<file path="config.mk">
export PLATFORM = sky130hd
export DESIGN_NAME = general_dma_channel_engine_unit
export DESIGN_NICKNAME = d
export VERILOG_FILES = /design/src/sv/gdma_pkg.sv /design/src/sv/general_dma_channel_engine_unit.sv /design/src/sv/gdma_front.sv /design/src/sv/gdma_queue.sv /design/src/sv/gdma_back.sv
export SDC_FILE = /design/constraint.sdc
export NUM_CORES = 1
export LEC_CHECK = 0
export BUFFER_PORTS_ARGS = -buffer_cell sky130_fd_sc_hd__buf_2
export CAP_MARGIN = 20
export CORE_MARGIN = 8
export CORE_UTILIZATION = 35
export DETAILED_ROUTE_END_ITERATION = 16
export GPL_TIMING_DRIVEN = 0
export PLACE_DENSITY = 0.54
export SLEW_MARGIN = 40
export SYNTH_ARGS = -nofsm -noshare
export SYNTH_HDL_FRONTEND = slang
export SYNTH_SLANG_ARGS = --single-unit
export TNS_END_PERCENT = 10
</file>
<file path="constraint.sdc">
create_clock -name i_clk -period 10.35 [get_ports i_clk]
set_input_delay 0.5175 -clock i_clk [delete_from_list [all_inputs] [get_ports i_clk]]
set_output_delay 0.5175 -clock i_clk [all_outputs]
set_load 0.02 [all_outputs]
</file>
<file path="src/sv/gdma_pkg.sv">
// ----------------------------------------------------------------------------
// gdma_pkg
// Types, codes and constant tables shared by the DMA channel engine modules.
// ----------------------------------------------------------------------------
package gdma_pkg;

    // Action codes of one input transaction
    localparam logic [1:0] ACT_TICK    = 2'd0;
    localparam logic [1:0] ACT_READ    = 2'd1;
    localparam logic [1:0] ACT_WRITE   = 2'd2;
    localparam logic [1:0] ACT_TRIGGER = 2'd3;

    // Register window
    localparam logic [15:0] WINDOW_LO = 16'h4300;
    localparam logic [15:0] WINDOW_HI = 16'h4380;

    // Register indexes within a channel
    localparam logic [3:0] REG_CTRL     = 4'd0;
    localparam logic [3:0] REG_BBASE    = 4'd1;
    localparam logic [3:0] REG_AOFF_LO  = 4'd2;
    localparam logic [3:0] REG_AOFF_HI  = 4'd3;
    localparam logic [3:0] REG_ABANK    = 4'd4;
    localparam logic [3:0] REG_COUNT_LO = 4'd5;
    localparam logic [3:0] REG_COUNT_HI = 4'd6;
    localparam logic [3:0] REG_IBANK    = 4'd7;
    localparam logic [3:0] REG_TAB_LO   = 4'd8;
    localparam logic [3:0] REG_TAB_HI   = 4'd9;
    localparam logic [3:0] REG_LINE     = 4'd10;

    // A address step modes, control bits 4:3
    localparam logic [1:0] STEP_INC = 2'd0;
    localparam logic [1:0] STEP_DEC = 2'd2;

    localparam logic [22:0] START_CYCLES = 23'd8;
    localparam logic [22:0] BYTE_CYCLES  = 23'd8;

    typedef struct packed {
        logic [1:0]  action;
        logic [15:0] reg_address;
        logic [7:0]  write_data;
        logic [7:0]  channel_mask;
    } t_item;

    typedef struct packed {
        logic [7:0]  read_data;
        logic        read_driven;
        logic        xfer_valid;
        logic [23:0] a_address;
        logic [7:0]  b_offset;
        logic        b_to_a;
        logic [2:0]  xfer_channel;
        logic        done_res;
        logic [22:0] cycles_used;
        logic        busy_res;
    } t_result;

    // Classified command handed from front to back
    typedef struct packed {
        logic [1:0] action;
        logic       hit;
        logic [2:0] channel;
        logic [3:0] reg_idx;
        logic [7:0] wdata;
        logic [7:0] mask;
    } t_cmd;

    // B offset pattern per mode (bits 2:0) and position
    function automatic logic [1:0] b_pattern(input logic [2:0] mode, input logic [1:0] pos);
        logic [1:0] off;
        off = 2'd0;
        unique case (mode)
            3'd1, 3'd5: off = {1'b0, pos[0]};
            3'd3, 3'd7: off = {1'b0, pos[1]};
            3'd4:       off = pos;
            default:    off = 2'd0;
        endcase
        return off;
    endfunction

    // Lowest set bit of a channel mask, zero when empty
    function automatic logic [2:0] lowest_channel(input logic [7:0] m);
        logic [2:0] c;
        c = 3'd0;
        for (int i = 7; i >= 0; i--) begin
            if (m[i]) begin
                c = 3'(i);
            end
        end
        return c;
    endfunction

endpackage

</file>
<file path="src/sv/general_dma_channel_engine_unit.sv">
// ----------------------------------------------------------------------------
// general_dma_channel_engine_unit
// Eight-channel byte DMA engine: register file, trigger and transfer issue.
// ----------------------------------------------------------------------------
// Input channel (i_in_valid / o_in_ready / i_in_data) carries one action per
// transaction: tick, register read, register write or trigger. Output channel
// (o_out_valid / i_out_ready / o_out_data) returns exactly one result per
// input transaction, in order.
// A front stage decodes the register address and pushes the command into a
// two-entry queue; the back stage executes it against the channel registers
// and loads the registered result stage.
// A result passes through a queue entry and then the registered result stage.
// The engine takes one transaction per cycle while the receiver does not stall;
// the back stage performs one register access or one byte step per command.
// When the receiver stalls, the result stage holds and the queue absorbs up
// to two more transactions before o_in_ready drops.
// Reset clears all channel registers, the pending mask, the sequencer state,
// the queue and the result stage.
// ----------------------------------------------------------------------------
module general_dma_channel_engine_unit #(
    parameter int NUM_CHANNELS = 8
) (
    input  logic              i_clk,
    input  logic              i_rst_n,
    input  logic              i_in_valid,
    output logic              o_in_ready,
    input  gdma_pkg::t_item   i_in_data,
    output logic              o_out_valid,
    input  logic              i_out_ready,
    output gdma_pkg::t_result o_out_data
);

    gdma_pkg::t_cmd front_cmd;
    gdma_pkg::t_cmd head_cmd;
    logic           head_valid;
    logic           pop;

    gdma_front #(
        .NUM_CHANNELS(NUM_CHANNELS)
    ) u_front (
        .i_item (i_in_data),
        .o_cmd  (front_cmd)
    );

    gdma_queue u_queue (
        .i_clk   (i_clk),
        .i_rst_n (i_rst_n),
        .i_push  (i_in_valid),
        .i_cmd   (front_cmd),
        .o_ready (o_in_ready),
        .i_pop   (pop),
        .o_valid (head_valid),
        .o_cmd   (head_cmd)
    );

    gdma_back #(
        .NUM_CHANNELS(NUM_CHANNELS)
    ) u_back (
        .i_clk       (i_clk),
        .i_rst_n     (i_rst_n),
        .i_cmd_valid (head_valid),
        .i_cmd       (head_cmd),
        .o_pop       (pop),
        .o_out_valid (o_out_valid),
        .i_out_ready (i_out_ready),
        .o_out_data  (o_out_data)
    );

endmodule

</file>
<file path="src/sv/gdma_front.sv">
// ----------------------------------------------------------------------------
// gdma_front
// Decodes an incoming transaction: register window hit, channel, register.
// ----------------------------------------------------------------------------
module gdma_front #(
    parameter int NUM_CHANNELS = 8
) (
    input  gdma_pkg::t_item i_item,
    output gdma_pkg::t_cmd  o_cmd
);

    localparam logic [7:0] CH_LIMIT = 8'((1 << NUM_CHANNELS) - 1);

    logic [2:0] ch;
    logic [3:0] ri;
    logic       in_window;

    always_comb begin
        ch        = i_item.reg_address[6:4];
        ri        = i_item.reg_address[3:0];
        in_window = (i_item.reg_address >= gdma_pkg::WINDOW_LO) &&
                    (i_item.reg_address <  gdma_pkg::WINDOW_HI);

        o_cmd.action  = i_item.action;
        o_cmd.hit     = in_window && (32'(ch) < NUM_CHANNELS) &&
                        (ri <= gdma_pkg::REG_LINE);
        o_cmd.channel = ch;
        o_cmd.reg_idx = ri;
        o_cmd.wdata   = i_item.write_data;
        o_cmd.mask    = i_item.channel_mask & CH_LIMIT;
    end

endmodule

</file>
<file path="src/sv/gdma_queue.sv">
// ----------------------------------------------------------------------------
// gdma_queue
// Two-entry command queue between the decode front and the execution back.
// ----------------------------------------------------------------------------
module gdma_queue (
    input  logic           i_clk,
    input  logic           i_rst_n,
    input  logic           i_push,
    input  gdma_pkg::t_cmd i_cmd,
    output logic           o_ready,
    input  logic           i_pop,
    output logic           o_valid,
    output gdma_pkg::t_cmd o_cmd
);

    gdma_pkg::t_cmd r_mem [2];
    logic           r_wp;
    logic           r_rp;
    logic [1:0]     r_cnt;
    logic           push;
    logic           pop;

    assign o_ready = (r_cnt != 2'd2);
    assign o_valid = (r_cnt != 2'd0);
    assign o_cmd   = r_mem[r_rp];
    assign push    = i_push && o_ready;
    assign pop     = i_pop && o_valid;

    always_ff @(posedge i_clk) begin
        if (!i_rst_n) begin
            r_wp  <= 1'b0;
            r_rp  <= 1'b0;
            r_cnt <= 2'd0;
        end else begin
            if (push) begin
                r_wp <= ~r_wp;
            end
            if (pop) begin
                r_rp <= ~r_rp;
            end
            r_cnt <= r_cnt + 2'(push) - 2'(pop);
        end
    end

    always_ff @(posedge i_clk) begin
        if (push) begin
            r_mem[r_wp] <= i_cmd;
        end
    end

endmodule

</file>
<file path="src/sv/gdma_back.sv">
// ----------------------------------------------------------------------------
// gdma_back
// Channel register file, transfer sequencer and registered result stage.
// ----------------------------------------------------------------------------
module gdma_back #(
    parameter int NUM_CHANNELS = 8
) (
    input  logic              i_clk,
    input  logic              i_rst_n,
    input  logic              i_cmd_valid,
    input  gdma_pkg::t_cmd    i_cmd,
    output logic              o_pop,
    output logic              o_out_valid,
    input  logic              i_out_ready,
    output gdma_pkg::t_result o_out_data
);

    localparam int         CH_W     = (NUM_CHANNELS > 1) ? $clog2(NUM_CHANNELS) : 1;
    localparam logic [7:0] CH_LIMIT = 8'((1 << NUM_CHANNELS) - 1);

    logic [7:0]  r_ctrl  [NUM_CHANNELS];
    logic [7:0]  r_bbase [NUM_CHANNELS];
    logic [15:0] r_aoff  [NUM_CHANNELS];
    logic [7:0]  r_abank [NUM_CHANNELS];
    logic [15:0] r_count [NUM_CHANNELS];
    logic [7:0]  r_ibank [NUM_CHANNELS];
    logic [7:0]  r_tlo   [NUM_CHANNELS];
    logic [7:0]  r_thi   [NUM_CHANNELS];
    logic [7:0]  r_line  [NUM_CHANNELS];

    logic [7:0]  r_pending;
    logic [2:0]  r_cur;
    logic [1:0]  r_step;
    logic        r_active;
    logic [22:0] r_cycles;

    logic [7:0]  n_pending;
    logic [2:0]  n_cur;
    logic [1:0]  n_step;
    logic        n_active;
    logic [22:0] n_cycles;

    logic              r_out_valid;
    gdma_pkg::t_result r_out_data;
    gdma_pkg::t_result n_res;

    logic [CH_W-1:0] idx;
    logic [7:0]      ctl;
    logic [15:0]     aoff;
    logic [15:0]     n_aoff;
    logic [15:0]     n_cnt;
    logic [7:0]      rd_byte;
    logic [7:0]      rem_mask;
    logic            is_tick;
    logic            is_write;

    assign o_pop       = i_cmd_valid && (!r_out_valid || i_out_ready);
    assign o_out_valid = r_out_valid;
    assign o_out_data  = r_out_data;

    always_comb begin
        // ticks address the running channel, register accesses the decoded one
        idx      = (i_cmd.action == gdma_pkg::ACT_TICK) ? r_cur[CH_W-1:0]
                                                        : i_cmd.channel[CH_W-1:0];
        ctl      = r_ctrl[idx];
        aoff     = r_aoff[idx];
        is_tick  = (i_cmd.action == gdma_pkg::ACT_TICK) && r_active;
        is_write = (i_cmd.action == gdma_pkg::ACT_WRITE) && i_cmd.hit;

        unique case (ctl[4:3])
            gdma_pkg::STEP_INC: n_aoff = aoff + 16'd1;
            gdma_pkg::STEP_DEC: n_aoff = aoff - 16'd1;
            default:            n_aoff = aoff;
        endcase
        n_cnt    = r_count[idx] - 16'd1;
        rem_mask = r_pending & ~(8'd1 << r_cur) & CH_LIMIT;

        unique case (i_cmd.reg_idx)
            gdma_pkg::REG_CTRL:     rd_byte = r_ctrl[idx];
            gdma_pkg::REG_BBASE:    rd_byte = r_bbase[idx];
            gdma_pkg::REG_AOFF_LO:  rd_byte = r_aoff[idx][7:0];
            gdma_pkg::REG_AOFF_HI:  rd_byte = r_aoff[idx][15:8];
            gdma_pkg::REG_ABANK:    rd_byte = r_abank[idx];
            gdma_pkg::REG_COUNT_LO: rd_byte = r_count[idx][7:0];
            gdma_pkg::REG_COUNT_HI: rd_byte = r_count[idx][15:8];
            gdma_pkg::REG_IBANK:    rd_byte = r_ibank[idx];
            gdma_pkg::REG_TAB_LO:   rd_byte = r_tlo[idx];
            gdma_pkg::REG_TAB_HI:   rd_byte = r_thi[idx];
            gdma_pkg::REG_LINE:     rd_byte = r_line[idx];
            default:                rd_byte = 8'd0;
        endcase

        n_pending = r_pending;
        n_cur     = r_cur;
        n_step    = r_step;
        n_active  = r_active;
        n_cycles  = r_cycles;
        n_res     = '0;

        unique case (i_cmd.action)
            gdma_pkg::ACT_READ: begin
                if (i_cmd.hit) begin
                    n_res.read_data   = rd_byte;
                    n_res.read_driven = 1'b1;
                end
            end
            gdma_pkg::ACT_TRIGGER: begin
                if (!r_active) begin
                    n_cycles = gdma_pkg::START_CYCLES;
                    if (i_cmd.mask == 8'd0) begin
                        n_res.done_res    = 1'b1;
                        n_res.cycles_used = gdma_pkg::START_CYCLES;
                    end else begin
                        n_pending = i_cmd.mask;
                        n_cur     = gdma_pkg::lowest_channel(i_cmd.mask);
                        n_step    = 2'd0;
                        n_active  = 1'b1;
                    end
                end
            end
            gdma_pkg::ACT_TICK: begin
                if (r_active) begin
                    n_res.xfer_valid   = 1'b1;
                    n_res.a_address    = {r_abank[idx], aoff};
                    n_res.b_offset     = r_bbase[idx] +
                                         {6'd0, gdma_pkg::b_pattern(ctl[2:0], r_step)};
                    n_res.b_to_a       = ctl[7];
                    n_res.xfer_channel = r_cur;
                    n_step             = r_step + 2'd1;
                    n_cycles           = r_cycles + gdma_pkg::BYTE_CYCLES;
                    if (n_cnt == 16'd0) begin
                        n_pending = rem_mask;
                        if (rem_mask == 8'd0) begin
                            n_active          = 1'b0;
                            n_res.done_res    = 1'b1;
                            n_res.cycles_used = n_cycles;
                        end else begin
                            n_cur  = gdma_pkg::lowest_channel(rem_mask);
                            n_step = 2'd0;
                        end
                    end
                end
            end
            default: ;
        endcase
        n_res.busy_res = n_active;
    end

    always_ff @(posedge i_clk) begin
        if (!i_rst_n) begin
            r_pending   <= 8'd0;
            r_cur       <= 3'd0;
            r_step      <= 2'd0;
            r_active    <= 1'b0;
            r_cycles    <= 23'd0;
            r_out_valid <= 1'b0;
        end else begin
            if (o_pop) begin
                r_pending   <= n_pending;
                r_cur       <= n_cur;
                r_step      <= n_step;
                r_active    <= n_active;
                r_cycles    <= n_cycles;
                r_out_valid <= 1'b1;
            end else if (i_out_ready) begin
                r_out_valid <= 1'b0;
            end
        end
    end

    always_ff @(posedge i_clk) begin
        if (o_pop) begin
            r_out_data <= n_res;
        end
    end

    // Channel register file
    always_ff @(posedge i_clk) begin
        if (!i_rst_n) begin
            for (int c = 0; c < NUM_CHANNELS; c++) begin
                r_ctrl[c]  <= 8'd0;
                r_bbase[c] <= 8'd0;
                r_aoff[c]  <= 16'd0;
                r_abank[c] <= 8'd0;
                r_count[c] <= 16'd0;
                r_ibank[c] <= 8'd0;
                r_tlo[c]   <= 8'd0;
                r_thi[c]   <= 8'd0;
                r_line[c]  <= 8'd0;
            end
        end else if (o_pop) begin
            if (is_tick) begin
                r_aoff[idx]  <= n_aoff;
                r_count[idx] <= n_cnt;
            end else if (is_write) begin
                unique case (i_cmd.reg_idx)
                    gdma_pkg::REG_CTRL:     r_ctrl[idx]        <= i_cmd.wdata;
                    gdma_pkg::REG_BBASE:    r_bbase[idx]       <= i_cmd.wdata;
                    gdma_pkg::REG_AOFF_LO:  r_aoff[idx][7:0]   <= i_cmd.wdata;
                    gdma_pkg::REG_AOFF_HI:  r_aoff[idx][15:8]  <= i_cmd.wdata;
                    gdma_pkg::REG_ABANK:    r_abank[idx]       <= i_cmd.wdata;
                    gdma_pkg::REG_COUNT_LO: r_count[idx][7:0]  <= i_cmd.wdata;
                    gdma_pkg::REG_COUNT_HI: r_count[idx][15:8] <= i_cmd.wdata;
                    gdma_pkg::REG_IBANK:    r_ibank[idx]       <= i_cmd.wdata;
                    gdma_pkg::REG_TAB_LO:   r_tlo[idx]         <= i_cmd.wdata;
                    gdma_pkg::REG_TAB_HI:   r_thi[idx]         <= i_cmd.wdata;
                    gdma_pkg::REG_LINE:     r_line[idx]        <= i_cmd.wdata;
                    default: ;
                endcase
            end
        end
    end

    a_active_has_pending: assert property (@(posedge i_clk) disable iff (!i_rst_n)
        r_active |-> (r_pending != 8'd0))
        else $error("active with empty pending mask");

    a_idle_no_pending: assert property (@(posedge i_clk) disable iff (!i_rst_n)
        !r_active |-> (r_pending == 8'd0))
        else $error("pending channels left while idle");

    a_cur_is_pending: assert property (@(posedge i_clk) disable iff (!i_rst_n)
        r_active |-> r_pending[r_cur])
        else $error("current channel not in pending mask");

    a_done_not_busy: assert property (@(posedge i_clk) disable iff (!i_rst_n)
        (r_out_valid && r_out_data.done_res) |-> !r_out_data.busy_res)
        else $error("done reported while still busy");

endmodule

</file>
==> results.json <==
{
  "ctsHoldBuffers": 0,
  "cts_buffers": 94,
  "ys_types": 90,
  "synth_flop_cell": "edfxtp_1",
  "port_buffers": 110,
  "htreeDepth": 3,
  "wirelength_mm": 154.4,
  "power.density_mw_per_mm2": 289.1,
  "rsz0062_at_grt": "no",
  "drive_gt1_share_pct": 10.86,
  "drtIter0Drc": 4740,
  "slew_viol_final": 0,
  "path_clk_slew_ps": 70,
  "hpwl_mm": 106.7,
  "fin_util_pct": 40.56,
  "clock_latency_ps": 690,
  "num_vias": 30720,
  "peakVddDrop_v": 0.0001717,
  "crit_path_start_kind": "register",
  "gp_congestion": 0.9519,
  "boundaryPins": 111,
  "finalCritPeriodShare_pct": 92.90,
  "area_delta_synth_final_pct": 14.96,
  "relSlewSlack_pct": 31.37,
  "grt_pass1_vias": 28950,
  "critical_path_class": "register to register",
  "maxCapViolations": 0,
  "cp.required_ps": 10730,
  "rows": 122,
  "setup_viol": 0,
  "antenna_left": 0,
  "clockBufferDepth": 3,
  "period_minus_slack_ps": 9615,
  "fp.coreArea_mm2": 0.1105,
  "drc": 0,
  "post_cts_buffers": 0,
  "nets": 3728,
  "die_h_um": 349.8,
  "postSynth.asyncResetShare_pct": 0,
  "grt_usage_pct": 24.30,
  "outcome": "finished clean",
  "cts_tree": "built",
  "dieArea_mm2": 0.1223,
  "syn_area_mm2": 0.03899,
  "cpMaxStageDelayCell": "o21ai_1",
  "start_util_pct": 35.28,
  "dpl_worst_slack_ps": -853.8,
  "clock-sinks": 865,
  "grt_max_degree": 40,
  "via_per_inst": 5.873,
  "syn_inst": 3450,
  "firstDrtPassIters": 6,
  "fin_total_pwr_mw": 12.96,
  "power.leakage_nw": 15.74,
  "hold_class": "primary input to register",
  "ys_seq_area_share_pct": 65.59,
  "hold_viol_final": 0,
  "synth_nets": 3515,
  "arrival_ps": 10000,
  "cp-end-kind": "register",
  "mostFrequentLayoutCells": "nor2_1 (861), edfxtp_1 (825), nand2_1 (429), clkbuf_1 (136), buf_2 (135)",
  "fin_ws_ps": 734.5,
  "antenna_found_initial": 11,
  "synth_edf_count": 825,
  "avgSynthCellArea_um2": 11.30,
  "yosysWarnings": 0,
  "tightest_slew_ps": 1029,
  "grt.overflow.total": 0,
  "cts_root_buf": "clkbuf_16",
  "ys_seq_elements": 865,
  "fmax_mhz": 104.0,
  "hp-start": "i_in_data[21]",
  "die_x_um": 349.8,
  "critPathMaxFanout": 19,
  "slowest_delay_ps": 660,
  "layout.cells.most_common": "nor2_1",
  "grt_pass1_wl_mm": 214.9,
  "routedWlPerCell_um": 29.51,
  "final.setup_skew_ps": 37.53
}
==> timing repair <==
item	CTS	global route
gates resized for setup	2	3
cloned	0	0
setup endpoints to repair	72	46
pin swaps	0	0
==> worst max-delay path: cells and delay by family (launching register included) <==
family                   cells  cell delay, ps
AO/OA/AOI/OAI                9            2290
adder cells (fa/ha/maj)      2             790
flip-flops                   1             400
buffers and inverters        9            3720
multiplexers                 2             450
AND/OR/NAND/NOR              8            1630
==> per-layer routing <==
| layer | wire length [um] | share of wire, % | track usage (%) |
|---|---|---|---|
| met1 | 59860 | 39 | 32.04 |
| met4 | 8291 | 5.4 | 11.45 |
| met3 | 18130 | 12 | 6.605 |
| met5 | 95 | 0.062 | 0 |
| met2 | 67970 | 44 | 37.16 |
==> layout make-up <==
class / instances / area, um2
multi-input combinational: 2323 / 12550
sequential: 865 / 25570
timing repair buffer: 119 / 696.9
clock buffer: 124 / 2539
tap: 1488 / 1862
buffer: 205 / 933.4
antenna: 2 / 5.005
fill: 10730 / 65690
clock inverter: 49 / 450.4
inverter: 55 / 211.5
==> logic make-up (layout without fill, tap and decap cells) <==
family / Yosys count / in the layout / share of synthesized area, %
simple gates: 1590 / 1590 / 17.02
flops: 865 / 865 / 65.59
compound gates: 590 / 590 / 10.61
buf+inv: 262 / 552 / 2.760
mux: 65 / 65 / 1.977
xor+xnor: 50 / 50 / 1.123
fa+ha+maj: 27 / 27 / 0.9050
other cells: 1 / 3 / 0.009618
==> synthesized netlist by cell type, types with 9 or more instances <==
cell / instances / area share [%]
nor2_1: 867 / 8.3
edfxtp_1: 825 / 64
nand2_1: 430 / 4.1
clkbuf_1: 150 / 1.4
a22oi_1: 116 / 2.2
o22ai_1: 83 / 1.3
a21oi_1: 82 / 1.1
o21ai_0: 76 / 0.98
nand3_1: 73 / 0.94
nor3_1: 62 / 0.80
inv_1: 55 / 0.53
mux2i_1: 46 / 1.2
dfxtp_1: 40 / 2.1
buf_1: 31 / 0.30
and3_1: 30 / 0.48
a31oi_1: 29 / 0.47
xnor2_1: 28 / 0.63
ha_1: 25 / 0.80
o21ai_1: 22 / 0.28
xor2_1: 22 / 0.49
a211oi_1: 20 / 0.39
a221oi_1: 18 / 0.40
and4_1: 18 / 0.40
o211ai_1: 18 / 0.35
nor4_1: 16 / 0.26
a22o_1: 14 / 0.31
and2_1: 14 / 0.22
nor2b_1: 13 / 0.21
nand2b_1: 12 / 0.19
or3_1: 12 / 0.19
o2111ai_1: 11 / 0.25
o221ai_1: 11 / 0.25
buf_2: 10 / 0.13
buf_4: 9 / 0.17
mux2_2: 9 / 0.26
nand4_1: 9 / 0.14
or2_2: 9 / 0.14
==> registers in the layout (all words and copies together) (netlist names), 20 cells and up, named ones only <==
register and cells:
u_back.r_aoff 128, u_back.r_count 128, u_back.o_out_data 69, u_back.r_abank 64, u_back.r_bbase 64, u_back.r_ctrl 64, u_back.r_ibank 64, u_back.r_line 64
u_back.r_thi 64, u_back.r_tlo 64, u_queue.r_mem 52, u_back.r_cycles 20
==> metrics by stage <==
stage | hold slack, ps | TNS [ps] | std cells | cell area [um2]
after detailed placement | 480.2 | -37180 | 5057 | 41800
final | 48.77 | 0 | 5230 | 44820
after global routing | 11.05 | 0 | 5228 | 44820
after global placement | 473.2 | -61610 | 5048 | 41400
after CTS | 11.89 | 0 | 5229 | 44780
after floorplan | 457.5 | 0 | 3450 | 38990
==> final timing paths <==
kind / end / slack (ps) / depth (start not counted)
max reg2reg: u_back.r_aoff[0][12] / 730 / 30
max: u_back.r_aoff[0][12] / 730 / 30
min reg2reg: u_back.r_cycles[12] / 490 / 2
min: u_queue.r_mem[0][21] / 50 / 1
==> power breakdown <==
part	internal, mW	total [mW]	switching [mW]	leakage, nW
Clock	1.92	3.38	1.46	1.45
Combinational	1.27	5.34	4.07	5.52
Sequential	4.12	4.23	0.111	8.77
Power figures use the tool's default switching activity.
